## src/rtl/diff_drive_odometry_macros.svh

```systemverilog
// Assertion macros for the differential drive odometry block.
// Used by the top level only; expects clk and rst in scope.
`ifndef DIFF_DRIVE_ODOMETRY_MACROS_SVH
`define DIFF_DRIVE_ODOMETRY_MACROS_SVH

// same-cycle implication
`define DDO_ASSERT_IMP(name, ante, cons, msg) \
  name: assert property (@(posedge clk) disable iff (rst) (ante) |-> (cons)) else $error(msg);

// next-cycle implication
`define DDO_ASSERT_NXT(name, ante, cons, msg) \
  name: assert property (@(posedge clk) disable iff (rst) (ante) |=> (cons)) else $error(msg);

`endif

```

## src/rtl/ddo_pkg.sv

```systemverilog
// Shared types, constants and tables for the odometry block.
// No dependencies; used by ddo_ctrl, ddo_datapath and diff_drive_odometry.
`default_nettype none

package ddo_pkg;

  typedef struct packed {
    logic signed [15:0] left_ticks;
    logic signed [15:0] right_ticks;
    logic               moving_forward;
  } in_req_t;

  typedef struct packed {
    logic signed [47:0] pos_x;
    logic signed [47:0] pos_y;
    logic        [31:0] heading;
    logic signed [47:0] travelled;
    logic signed [31:0] speed;
  } out_res_t;

  typedef enum logic [1:0] {
    CFG_MM_PER_TICK   = 2'd0,
    CFG_TURN_PER_TICK = 2'd1,
    CFG_LOOP_FREQ_HZ  = 2'd2
  } cfg_idx_t;

  localparam int CFG_IDX_W = 2;
  localparam int CFG_DATA_W = 32;

  localparam logic [23:0] MM_PER_TICK_RST   = 24'd65536;
  localparam logic [31:0] TURN_PER_TICK_RST = 32'd65536;
  localparam logic [15:0] LOOP_FREQ_RST     = 16'd1000;

  localparam logic [32:0] CORR_K      = 33'd1766234505;
  localparam logic [33:0] CORDIC_GAIN = 34'd652032874;

  // speed averaging window, a power of two so the average is a shift
  localparam int SPEED_WINDOW = 16;
  localparam int WIN_SHIFT    = $clog2(SPEED_WINDOW);

  localparam int STEP_W   = 5;

  typedef enum logic [4:0] {
    OP_NONE, OP_LOAD, OP_M_TRANS, OP_M_HALF, OP_CAP_HALF, OP_M_UU, OP_M_QK,
    OP_M_SAMPLE, OP_CAP_SAMPLE, OP_WIN, OP_CORDIC, OP_CFIX,
    OP_M_TC, OP_CAP_TC, OP_M_X, OP_M_Y, OP_CAP_Y
  } op_t;

  typedef enum logic [4:0] {
    ST_IDLE, ST_M_TRANS, ST_M_HALF, ST_CAP_HALF, ST_M_UU, ST_M_QK,
    ST_M_SAMPLE, ST_CAP_SAMPLE, ST_WIN, ST_CORDIC, ST_CFIX,
    ST_M_TC, ST_CAP_TC, ST_M_X, ST_M_Y, ST_CAP_Y, ST_DONE
  } state_t;

  typedef struct packed {
    op_t               op;
    logic [STEP_W-1:0] step;
    logic              load_out;
  } cmd_t;

  // atan(2^-i) in turns * 2^32
  function automatic logic [29:0] atan_turn(input logic [4:0] i);
    logic [29:0] a;
    unique case (i)
      5'd0:  a = 30'd536870912;
      5'd1:  a = 30'd316933406;
      5'd2:  a = 30'd167458907;
      5'd3:  a = 30'd85004756;
      5'd4:  a = 30'd42667331;
      5'd5:  a = 30'd21354465;
      5'd6:  a = 30'd10679838;
      5'd7:  a = 30'd5340245;
      5'd8:  a = 30'd2670163;
      5'd9:  a = 30'd1335087;
      5'd10: a = 30'd667544;
      5'd11: a = 30'd333772;
      5'd12: a = 30'd166886;
      5'd13: a = 30'd83443;
      5'd14: a = 30'd41722;
      5'd15: a = 30'd20861;
      5'd16: a = 30'd10430;
      5'd17: a = 30'd5215;
      5'd18: a = 30'd2608;
      5'd19: a = 30'd1304;
      5'd20: a = 30'd652;
      5'd21: a = 30'd326;
      5'd22: a = 30'd163;
      5'd23: a = 30'd81;
      5'd24: a = 30'd41;
      5'd25: a = 30'd20;
      5'd26: a = 30'd10;
      5'd27: a = 30'd5;
      5'd28: a = 30'd3;
      5'd29: a = 30'd1;
      5'd30: a = 30'd1;
      default: a = 30'd0;
    endcase
    return a;
  endfunction

  function automatic logic signed [47:0] sat48(input logic signed [49:0] v);
    logic signed [47:0] r;
    if (v > 50'sh0_7FFF_FFFF_FFFF) r = 48'sh7FFF_FFFF_FFFF;
    else if (v < -50'sh0_8000_0000_0000) r = 48'sh8000_0000_0000;
    else r = v[47:0];
    return r;
  endfunction

endpackage

`default_nettype wire

```

## src/rtl/ddo_ctrl.sv

```systemverilog
// Sequencer for the odometry datapath: state machine and iteration counter.
// Depends on ddo_pkg.
`default_nettype none

module ddo_ctrl #(
  parameter int CORDIC_STEPS = 24
) (
  input  wire logic          clk,
  input  wire logic          rst,
  input  wire logic          in_valid,
  output logic               in_ready,
  input  wire logic          out_ready,
  output logic               out_valid,
  output ddo_pkg::cmd_t      cmd
);

  localparam logic [ddo_pkg::STEP_W-1:0] CORDIC_LAST = ddo_pkg::STEP_W'(CORDIC_STEPS - 1);

  ddo_pkg::state_t state, state_next;
  logic [ddo_pkg::STEP_W-1:0] step, step_next;
  logic out_valid_next;

  always_ff @(posedge clk) begin
    if (rst) begin
      state     <= ddo_pkg::ST_IDLE;
      step      <= '0;
      out_valid <= 1'b0;
    end else begin
      state     <= state_next;
      step      <= step_next;
      out_valid <= out_valid_next;
    end
  end

  always_comb begin
    state_next   = state;
    step_next    = '0;
    in_ready     = 1'b0;
    cmd.op       = ddo_pkg::OP_NONE;
    cmd.step     = step;
    cmd.load_out = 1'b0;
    unique case (state)
      ddo_pkg::ST_IDLE: begin
        in_ready = 1'b1;
        if (in_valid) begin
          cmd.op     = ddo_pkg::OP_LOAD;
          state_next = ddo_pkg::ST_M_TRANS;
        end
      end
      ddo_pkg::ST_M_TRANS: begin
        cmd.op = ddo_pkg::OP_M_TRANS; state_next = ddo_pkg::ST_M_HALF;
      end
      ddo_pkg::ST_M_HALF: begin
        cmd.op = ddo_pkg::OP_M_HALF; state_next = ddo_pkg::ST_CAP_HALF;
      end
      ddo_pkg::ST_CAP_HALF: begin
        cmd.op = ddo_pkg::OP_CAP_HALF; state_next = ddo_pkg::ST_M_UU;
      end
      ddo_pkg::ST_M_UU: begin
        cmd.op = ddo_pkg::OP_M_UU; state_next = ddo_pkg::ST_M_QK;
      end
      ddo_pkg::ST_M_QK: begin
        cmd.op = ddo_pkg::OP_M_QK; state_next = ddo_pkg::ST_M_SAMPLE;
      end
      ddo_pkg::ST_M_SAMPLE: begin
        cmd.op = ddo_pkg::OP_M_SAMPLE; state_next = ddo_pkg::ST_CAP_SAMPLE;
      end
      ddo_pkg::ST_CAP_SAMPLE: begin
        cmd.op = ddo_pkg::OP_CAP_SAMPLE; state_next = ddo_pkg::ST_WIN;
      end
      ddo_pkg::ST_WIN: begin
        cmd.op = ddo_pkg::OP_WIN; state_next = ddo_pkg::ST_CORDIC;
      end
      ddo_pkg::ST_CORDIC: begin
        cmd.op = ddo_pkg::OP_CORDIC;
        if (step == CORDIC_LAST) state_next = ddo_pkg::ST_CFIX;
        else step_next = step + 1'b1;
      end
      ddo_pkg::ST_CFIX: begin
        cmd.op = ddo_pkg::OP_CFIX; state_next = ddo_pkg::ST_M_TC;
      end
      ddo_pkg::ST_M_TC: begin
        cmd.op = ddo_pkg::OP_M_TC; state_next = ddo_pkg::ST_CAP_TC;
      end
      ddo_pkg::ST_CAP_TC: begin
        cmd.op = ddo_pkg::OP_CAP_TC; state_next = ddo_pkg::ST_M_X;
      end
      ddo_pkg::ST_M_X: begin
        cmd.op = ddo_pkg::OP_M_X; state_next = ddo_pkg::ST_M_Y;
      end
      ddo_pkg::ST_M_Y: begin
        cmd.op = ddo_pkg::OP_M_Y; state_next = ddo_pkg::ST_CAP_Y;
      end
      ddo_pkg::ST_CAP_Y: begin
        cmd.op = ddo_pkg::OP_CAP_Y; state_next = ddo_pkg::ST_DONE;
      end
      ddo_pkg::ST_DONE: begin
        if (!out_valid || out_ready) begin
          cmd.load_out = 1'b1;
          state_next   = ddo_pkg::ST_IDLE;
        end
      end
      default: state_next = ddo_pkg::ST_IDLE;
    endcase
  end

  always_comb begin
    if (cmd.load_out) out_valid_next = 1'b1;
    else if (out_ready) out_valid_next = 1'b0;
    else out_valid_next = out_valid;
  end

endmodule

`default_nettype wire

```

## config.mk

```make
export PLATFORM = sky130hd
export DESIGN_NAME = ddo_ctrl
export DESIGN_NICKNAME = d
export VERILOG_FILES = /design/src/rtl/diff_drive_odometry_macros.svh /design/src/rtl/ddo_pkg.sv /design/src/rtl/ddo_ctrl.sv
export SDC_FILE = /design/constraint.sdc
export NUM_CORES = 1
export LEC_CHECK = 0
export ABC_CLOCK_PERIOD_IN_PS = 1900
export BUFFER_PORTS_ARGS = -buffer_cell sky130_fd_sc_hd__buf_2
export CAP_MARGIN = 20
export CORE_AREA = 2 2 39 41
export CTS_CLUSTER_DIAMETER = 200
export CTS_CLUSTER_SIZE = 40
export DETAILED_ROUTE_END_ITERATION = 10
export DIE_AREA = 0 0 41 43
export PLACE_DENSITY_LB_ADDON = 0.15
export SLEW_MARGIN = 0
export SYNTH_ARGS = -nofsm -noshare
export SYNTH_HDL_FRONTEND = slang
export SYNTH_SLANG_ARGS = --single-unit
```

## constraint.sdc

```tcl
create_clock -name clk -period 1.9 [get_ports clk]
set_input_delay 0.475 -clock clk [delete_from_list [all_inputs] [get_ports clk]]
set_output_delay 0.475 -clock clk [all_outputs]
set_load 0.005 [all_outputs]
```

Word-level counts from Yosys, hierarchy flattened --
Cells that the tools add are included.
Word-level totals: register bits 11, latch bits 0, bits in writable memories 0, bits in read-only memories 0, input port bits 4, output and inout bits 13, word-level logic and storage cells 42, memories kept 0
Operators by class: add/subtract/negate cells 1, multiply operators 0, div/mod/pow operators 0, magnitude comparators 0, equal/unequal tests 20, shift operators 0, muxes and demuxes 11, bitwise operators 1, reduce and logical (&&, ||, !) cells 6
Operators with widths (count):
- one-hot mux 5 bit (17 select lines) | 1
- one-hot mux 5 bit (16 select lines) | 1
- == test 5 x 4 -> 1 bit, second input constant | 8
- == test 5 x 3 -> 1 bit, second input constant | 4
- two-way mux 5 bit | 3
- == test 5 x 2 -> 1 bit, second input constant | 2
- == test 5 bit, second input constant | 2
- two-way mux 1 bit | 6
- inequality test 2 bit, second input constant | 3
- adder 5 x 1 -> 5 bit, second input constant | 1
- == test 5 x 1 -> 1 bit, second input constant | 1
- zero test 5 bit | 1
- AND reduction 3 bit | 1
- OR reduction 3 bit | 1
- nonzero test 2 bit | 1
- zero test 1 bit | 1
- logical OR 1 bit | 1
- inverter 1 bit | 1

Longest topological paths before layout --
Gate-level depths: netlist of the first run.
word-level depth 5, depth in mapped cells 5, gate-level depth less buffers 4

Worst setup path after synthesis of the first run --
No wires, ideal clock.
path type reg-to-output, start point reg state[4], end point out cmd[10] (netlist bit), arrival time 1.063 ns, slack 0.362 ns, stages on the path, launching flop included 6, cell sequence dfxtp_1 buf_2 nand3b_4 or2_2 inv_1 buf_4
RTL lines:
- from (decl) | line ddo_ctrl.sv:19 | ddo_pkg::state_t state, state_next;
- from (signal assigned) | line ddo_ctrl.sv:25 | state <= ddo_pkg::ST_IDLE;
- from (signal assigned) | line ddo_ctrl.sv:29 | state <= state_next;
- to (decl) | line ddo_ctrl.sv:14 | output ddo_pkg::cmd_t cmd

==> flow_summary.yaml, run 1 <==
job:
  drv_cap: 0
timing:
  fin_tns_setup_ns: 0
  setup_ws_ns: 0.0845
  rsz0062_at_grt: "no"
  finalClockSkew_ns: 0.00132
  fin_crit_sh_pct: 95.6
  clock.fmax_mhz: 551
  finalCriticalPeriod_ns: 1.82
  setup_viol: 0
  whs_ns: 0.469
  slew_headroom_pct: 73.6
  tightest_slew_ns: 0.396
  slew_violations: 0
  hold_violations: 0
grt:
  grtUsageTotal_pct: 13.6
  grt_pass1_vias: 395
  grt_start_max_net_pins: 12
  gr-total-overflow: 0
  grtUsageMet2_pct: 20.3
  grt_pass1_wl_mm: 1.59
  grt_use_met3_pct: 3.14
  antenna_found_initial: 0
  top_usage_layer: "met2"
  grtUsageMet1_pct: 16.1
floorplanning:
  rows: 14
  io_pins: 17
  initial_core_util_pct: 43.9
  design.core.area_mm2: 0.00138
  die_w_um: 41
  die_h_um: 43
  die_area_mm2: 0.00176
clocking:
  clock_sinks: 11
  htreeDepth: 1
  clock_latency_ns: 0.26
  cts_buffer_depth: 2
  cts_root_buffer: "clkbuf_4"
  cts-hold-fix-buffers: 0
  cts_buffers: 3
  path_clk_slew_ns: 0.06
  cts_tree: "done"
synthesis:
  synth_top_area_share_pct: 36.2
  synth_area_leaders: "dfxtp_1, nor2_1, buf_4"
  synth_mux_area_share_pct: 0
  yosys_warnings: 0
  ys_ff_latch: 11
  synth_cell_types: 27
  avgSynthCellArea_um2: 8.94
  synth_fp_nets: 73
  synthSimpleGateAreaFrac_pct: 35.8
  synth_area_leader_cell: "dfxtp_1"
  synthAdderAreaFrac_pct: 2.06
  yosysSeqAreaShare_pct: 36.2
  synth_top_family_by_area: "simple AND/OR/NAND/NOR gates"
  synth_compound_area_share_pct: 9.05
  synthXorXnorAreaFrac_pct: 7.20
  synthCells: 68
  synth_area_um2: 608
cells_and_area:
  instances_no_fill: 96
  final_net_count: 86
  final_util_pct: 50.0
  drive_gt1_share_pct: 36.3
  area_growth_pct: 13.8
  fin_area_um2: 692
  n_antenna_cell: 0
power_and_ir_drop:
  p_total_mw: 0.462
  p_clk_share_pct: 32.9
  ir_drop_uv: 371
  p_int_mw: 0.350
  power.leakage_nw: 0.323
  powerDensity_mw_per_mm2: 668
  p_seq_share_pct: 54.0
  power_frac_comb_pct: 13.1
  switching_power_mw: 0.112
  switching_share_pct: 24.3
placed_design:
  finalWeightedCongestion: 0.685
  port_buffers: 16
  place_area_um2: 657
  placedCellCount: 92
  dp_slack_ns: 0.321
  place_hpwl_um: 824
setup_path:
  critPathLaunchType: "flop"
  timing_worst_setup_path_type: "flop to output port"
  critPathArrivalTime_ns: 1.34
  crit_fanout: 8
  endpoint_kind: "output port"
  ff2ff_setup_slack_ns: 0.38
  rr_worst_depth: 4
  worstPathRequired_ns: 1.42
route:
  drtIter0Drc: 7
  drtAntennaViolNets: 0
  vias_per_cell: 5.15
  wl_mm: 1.06
  first_pass_iters: 4
  vias: 494
  routedWlPerCell_um: 11.0
  drcViolationCount: 0
worst_hold_path:
  hold_path_class: "flop to flop"
  hold_depth: 1
outcome:
  status: "complete, no violations"
sequential cells by signal, summed over array words and instances, names as in the netlist:
| signal | count |
|---|---|
| out_valid | 1 |
| state | 5 |
| step | 5 |
worst paths after layout:
kind                            startpoint        to
worst max-delay path              state[2]    cmd[6]
worst min-delay path               step[0]   step[0]
worst max register to register     step[0]  state[0]
worst min register to register     step[0]   step[0]
power groups by stage:
stage          combinational, mW  clock (mW)  sequential, mW
4_1_cts                   0.0604       0.160           0.248
5_1_grt                   0.0682       0.167           0.251
6_report                  0.0607       0.152           0.250
2_1_floorplan             0.0524           0           0.247
3_3_place_gp              0.0597           0           0.253
3_5_place_dp              0.0600           0           0.254
placed cells by master (no fill, tap or decap), types with 3 or more instances in the layout:
cell	n
xor2_1	3
dfxtp_1	9
nand3_1	3
nand2_1	5
a21oi_1	3
nor2_1	12
buf_2	16
clkbuf_4	3
per-layer routing:
layer / part of all wire [%] / wire [um]
met2: 46 / 490
met4: 1.6 / 17
met1: 44 / 464
met3: 7.8 / 82
met5: 0 / 0
kinds of logic after synthesis:
| group | count (synthesis) |
|---|---|
| buf+inv | 10 |
| fa+ha+maj | 1 |
| simple gates | 36 |
| xor+xnor | 5 |
| flops | 11 |
| compound gates | 5 |
worst max-delay path: stages, from the launching register on:
cell and delay (ns):
dfxtp_1 0.39, or3_4 0.44, nor2_1 0.10, nor2_1 0.04
buf_2 0.12
synth_stat cells, drive strengths merged:
cell type and number:
nand2 5, buf 6, or4b 1, a21oi 3
a2111oi 1, nor4bb 1, nor4 3, or4 2
inv 2, a211oi 1, clkbuf 2, or2 2
ha 1, and4b 1, xnor2 2, or3 1
nand3b 1, nor2 12, dfxtp 11, nand4b 1
nand2b 1, xor2 3, nor2b 2, nand3 3
final cells by class:
type	count	area, um^2
fill	140	692
multi-input combinational	47	335
sequential	11	223
timing repair buffer	16	80.1
clock buffer	4	26.3
tap	16	20.0
inverter	2	7.51
what timing repair did:
action / 4_1_cts / 5_1_grt
setup buffers: 0 / 0
endpoints found under the setup margin: 0 / 4
resized for setup: 0 / 3
Note: power is estimated with default switching activity, not from simulation.
==> run 2: changes to the inputs <==
- ABC_CLOCK_PERIOD_IN_PS: 1900 -> 2000
- CORE_AREA: 2 2 39 41 -> 3 3 40 42
- DIE_AREA: 0 0 41 43 -> 0 0 43 45
- clock period: 1.9 -> 2 ns (I/O delays scaled with it)
==> run 2 against run 1 <==
  * Hold slack hardly changed
  * Global-route usage rose by 1.1 points
  * Setup slack improved by 0.079 ns
  * Non-clock buffer count did not move
  * Clock power is essentially flat
  * Critical endpoint unchanged
  * Largest power group unchanged
==> flow_summary.yaml, run 2 (synthesis gave the netlist of run 1 again) <==
setup_path:
  crit_fanout: 8
  path_delay_family: "simple AND/OR/NAND/NOR gates"
  crit_chain: "or3_4 -> nor2_1 -> nor2_1 -> buf_2"
  critPathArrivalTime_ns: 1.34
  cp_num_buf_inv: 1
  critPathLaunchType: "flop"
  r2r-end: "state[0]"
  r2r-start: "step[0]"
  rr_worst_depth: 4
  cp_slowest_cell: "or3_4"
  endpoint_kind: "output port"
  critPathLaunch: "state[2]"
  cp-endpoint: "cmd[6]"
  cp_common_cell: "nor2_1"
  slowest_delay_ns: 0.44
  ff2ff_setup_slack_ns: 0.48
  timing_worst_setup_path_type: "flop to output port"
  cp.depth: 4
  worstPathRequired_ns: 1.50
clocking:
  cts_buffers: 3
  path_clk_slew_ns: 0.06
  cts_buffer_depth: 2
  cts_tree: "done"
  clock_latency_ns: 0.26
  cts-hold-fix-buffers: 0
  clock_sinks: 11
  cts_root_buffer: "clkbuf_4"
  htreeDepth: 1
floorplanning:
  initial_core_util_pct: 47.3
  die_h_um: 45
  rows: 13
  io_pins: 17
  die_w_um: 43
  design.core.area_mm2: 0.00128
  die_area_mm2: 0.00194
timing:
  hold_violations: 0
  slew_headroom_pct: 72.7
  finalClockSkew_ns: 0.00732
  fin_crit_sh_pct: 91.8
  setup_viol: 0
  finalCriticalPeriod_ns: 1.84
  clock.fmax_mhz: 545
  rsz0062_at_grt: "no"
  fin_tns_setup_ns: 0
  tightest_slew_ns: 0.409
  slew_violations: 0
cells_and_area:
  final_cell_mix: "buf_2, nor2_1, dfxtp_1"
  top_regs: "state: 5 flops, step: 5 flops, out_valid: 1 flops"
  instances_no_fill: 95
  drive_gt1_share_pct: 36.3
  area_growth_pct: 13.6
  final_net_count: 86
  layout_commonest_cell: "buf_2"
  n_antenna_cell: 0
  fin_area_um2: 691
grt:
  grt_pass1_wl_mm: 2.06
  grt_start_max_net_pins: 12
  grtUsageTotal_pct: 14.7
  grt_pass1_vias: 483
  antenna_found_initial: 0
  gr-total-overflow: 0
power_and_ir_drop:
  powerDensity_mw_per_mm2: 644
  power.leakage_nw: 0.323
  ir_drop_uv: 402
placed_design:
  place_hpwl_um: 879
  port_buffers: 16
  place_area_um2: 656
  finalWeightedCongestion: 0.727
  placedCellCount: 91
route:
  wl_mm: 1.15
  drtIter0Drc: 8
  drcViolationCount: 0
  first_pass_iters: 4
  drtAntennaViolNets: 0
  routedWlPerCell_um: 12.1
  vias_per_cell: 5.21
  vias: 495
job:
  drv_cap: 0
worst_hold_path:
  hold_path_class: "flop to flop"
outcome:
  status: "complete, no violations"
-- run 2: layout make-up --
class,instances,area [um^2]
clock buffer,4,26.3
sequential,11,223
tap,15,18.8
timing repair buffer,16,80.1
multi-input combinational,47,335
inverter,2,7.51
fill,139,594
-- run 2: worst min path at each step --
stage / slack (ns) / startpoint / endpoint / depth (start not counted)
2_1_floorplan: 0.44 / step[0] / step[0] / 1
3_3_place_gp: 0.45 / step[0] / step[0] / 1
3_5_place_dp: 0.45 / step[0] / step[0] / 1
4_1_cts: 0.47 / step[0] / step[0] / 1
5_1_grt: 0.50 / rst / state[0] / 2
6_report: 0.47 / step[0] / step[0] / 1
-- run 2: routing by layer --
| layer | vias to the layer above | wire (um) | track usage, % |
|---|---|---|---|
| met5 | - | 0 | 0 |
| met2 | 9 | 527 | 23.4 |
| met4 | 0 | 12 | 7.23 |
| met3 | 2 | 56 | 6.37 |
| li1 | 252 | - | - |
| met1 | 232 | 551 | 17.0 |
-- run 2: where the power goes --
group          total (mW)  internal [mW]  switching [mW]
Clock               0.149         0.0771          0.0722
Sequential          0.237          0.224          0.0133
Combinational      0.0584         0.0313          0.0270
Total               0.445          0.333           0.113
-- run 2: per-stage QoR --
step	hold WS [ns]	power, mW	utilization (%)	setup slack (ns)
floorplan	0.444	0.284	-	0.437
global placement	0.448	0.298	51.0	0.388
detailed placement	0.452	0.299	51.0	0.349
CTS	0.470	0.455	53.1	0.0534
global route	0.501	0.478	53.7	0.0425
finish	0.470	0.445	53.7	0.164
-- run 2: what timing repair did --
item                       CTS  global route
setup endpoints to repair    0             2
setup buffers                0             0
resized for setup            0             3
==> run 3: changes to the inputs <==
- CORE_AREA: 3 3 40 42 -> 2 2 39 41
- DIE_AREA: 0 0 43 45 -> 0 0 41 43
==> run 3 against run 2 <==
  * Final cell count increased by 1.1%
  * Die area decreased by 8.9%
  * Wire length decreased by 8.7%
  * Count of clock-buffer cells in the layout unchanged
  * Critical path depth unchanged
  * Hold slack about the same
  * Non-clock buffer count unchanged
  * Register-to-register slack about the same
  * Setup slack got worse by 0.059 ns
  * Highest routed layer is now met3
==> flow_summary.yaml, run 3 (synthesis gave the netlist of run 1 again) <==
outcome:
  status: "complete, no violations"
worst_hold_path:
  hold_path_class: "flop to flop"
clocking:
  cts_root_buffer: "clkbuf_4"
  path_clk_slew_ns: 0.06
  cts_tree: "done"
  cts_buffers: 3
  htreeDepth: 1
  cts-hold-fix-buffers: 0
  clock_latency_ns: 0.26
  clock_sinks: 11
  cts_buffer_depth: 2
route:
  vias: 482
  first_pass_iters: 4
  drtAntennaViolNets: 0
  vias_per_cell: 5.02
  drcViolationCount: 0
  drtIter0Drc: 7
  wl_mm: 1.05
  routedWlPerCell_um: 10.9
grt:
  grtUsageTotal_pct: 13.6
  grt_pass1_wl_mm: 1.59
  gr-total-overflow: 0
  antenna_found_initial: 0
  grt_start_max_net_pins: 12
  grt_pass1_vias: 395
timing:
  rsz0062_at_grt: "no"
  slew_violations: 0
  finalCriticalPeriod_ns: 1.90
  hold_violations: 0
  setup_viol: 0
  whs_ns: 0.469
  tightest_slew_ns: 0.392
  finalClockSkew_ns: 0.00137
  fin_tns_setup_ns: 0
  setup_ws_ns: 0.105
  slew_headroom_pct: 73.8
  clock.fmax_mhz: 528
  fin_crit_sh_pct: 94.8
placed_design:
  dp_slack_ns: 0.396
  finalWeightedCongestion: 0.685
  place_area_um2: 657
  port_buffers: 16
  placedCellCount: 92
  place_hpwl_um: 824
floorplanning:
  die_area_mm2: 0.00176
  design.core.area_mm2: 0.00138
  die_w_um: 41
  die_h_um: 43
  rows: 14
  io_pins: 17
  initial_core_util_pct: 43.9
cells_and_area:
  nFillCells: 142
  drive_gt1_share_pct: 33.8
  top_regs: "state: 5 flops, step: 5 flops, out_valid: 1 flops"
  final_util_pct: 49.8
  multi_input_area_um2: 335
  final_cell_mix: "buf_2, nor2_1, dfxtp_1"
  instances_no_fill: 96
  seq_area_um2: 220
  layout_commonest_cell: "buf_2"
  fin_area_um2: 689
  n_antenna_cell: 0
  final_net_count: 86
  area_growth_pct: 13.4
setup_path:
  slowest_delay_ns: 0.54
  critPathLaunchType: "flop"
  crit_chain: "nand3b_4 -> or2_2 -> inv_1 -> buf_2"
  timing_worst_setup_path_type: "flop to output port"
  path_delay_family: "flip-flops"
  cp_slowest_cell: "dfxtp_1"
  crit_fanout: 7
  endpoint_kind: "output port"
  cp_num_buf_inv: 2
  critPathArrivalTime_ns: 1.40
  worstPathRequired_ns: 1.50
power_and_ir_drop:
  p_total_mw: 0.439
  powerDensity_mw_per_mm2: 637
  power.leakage_nw: 0.323
  ir_drop_uv: 350
job:
  drv_cap: 0
run 3: cell counts in the layout (fill, tap and decap cells not counted):
Identical to the previous run, type by type.
run 3: worst reg2reg max path, cell delays in order (launching register included):
cell,delay [ns]
dfxtp_1,0.34
ha_1,0.25
and4b_1,0.20
or4_4,0.43
a211oi_2,0.21
run 3: where the power goes:
part	total [mW]	internal, mW	switching [mW]
clock network	0.145	0.0770	0.0678
logic	0.0576	0.0313	0.0263
registers	0.237	0.224	0.0130
run 3: final cells by class:
| class | instances | area share (%) |
|---|---|---|
| Clock buffer | 4 | 3.81 |
| Tap cell | 16 | 2.90 |
| Inverter | 2 | 1.09 |
| Sequential cell | 11 | 31.9 |
| Multi-Input combinational cell | 47 | 48.6 |
| Timing Repair Buffer | 16 | 11.6 |
run 3: what timing repair did:
| item | 4_1_cts | 5_1_grt |
|---|---|---|
| setup endpoints to repair | 0 | 1 |
| gates resized for setup | 0 | 1 |
| buffers inserted | 0 | 0 |
run 3: path summary, 6_finish.rpt:
| kind | startpoint | cells after the start | to | slack (ns) |
|---|---|---|---|---|
| max reg2reg | step[0] | 4 | state[0] | 0.49 |
| max | state[0] | 4 | cmd[10] | 0.10 |
| min | step[0] | 1 | step[0] | 0.47 |
| min reg2reg | step[0] | 1 | step[0] | 0.47 |
run 3: routing by layer:
metal	wire (um)	GRT usage [%]
met2	515	20.3
met3	66	3.14
met5	0	0
met1	467	16.1
met4	0	10.0
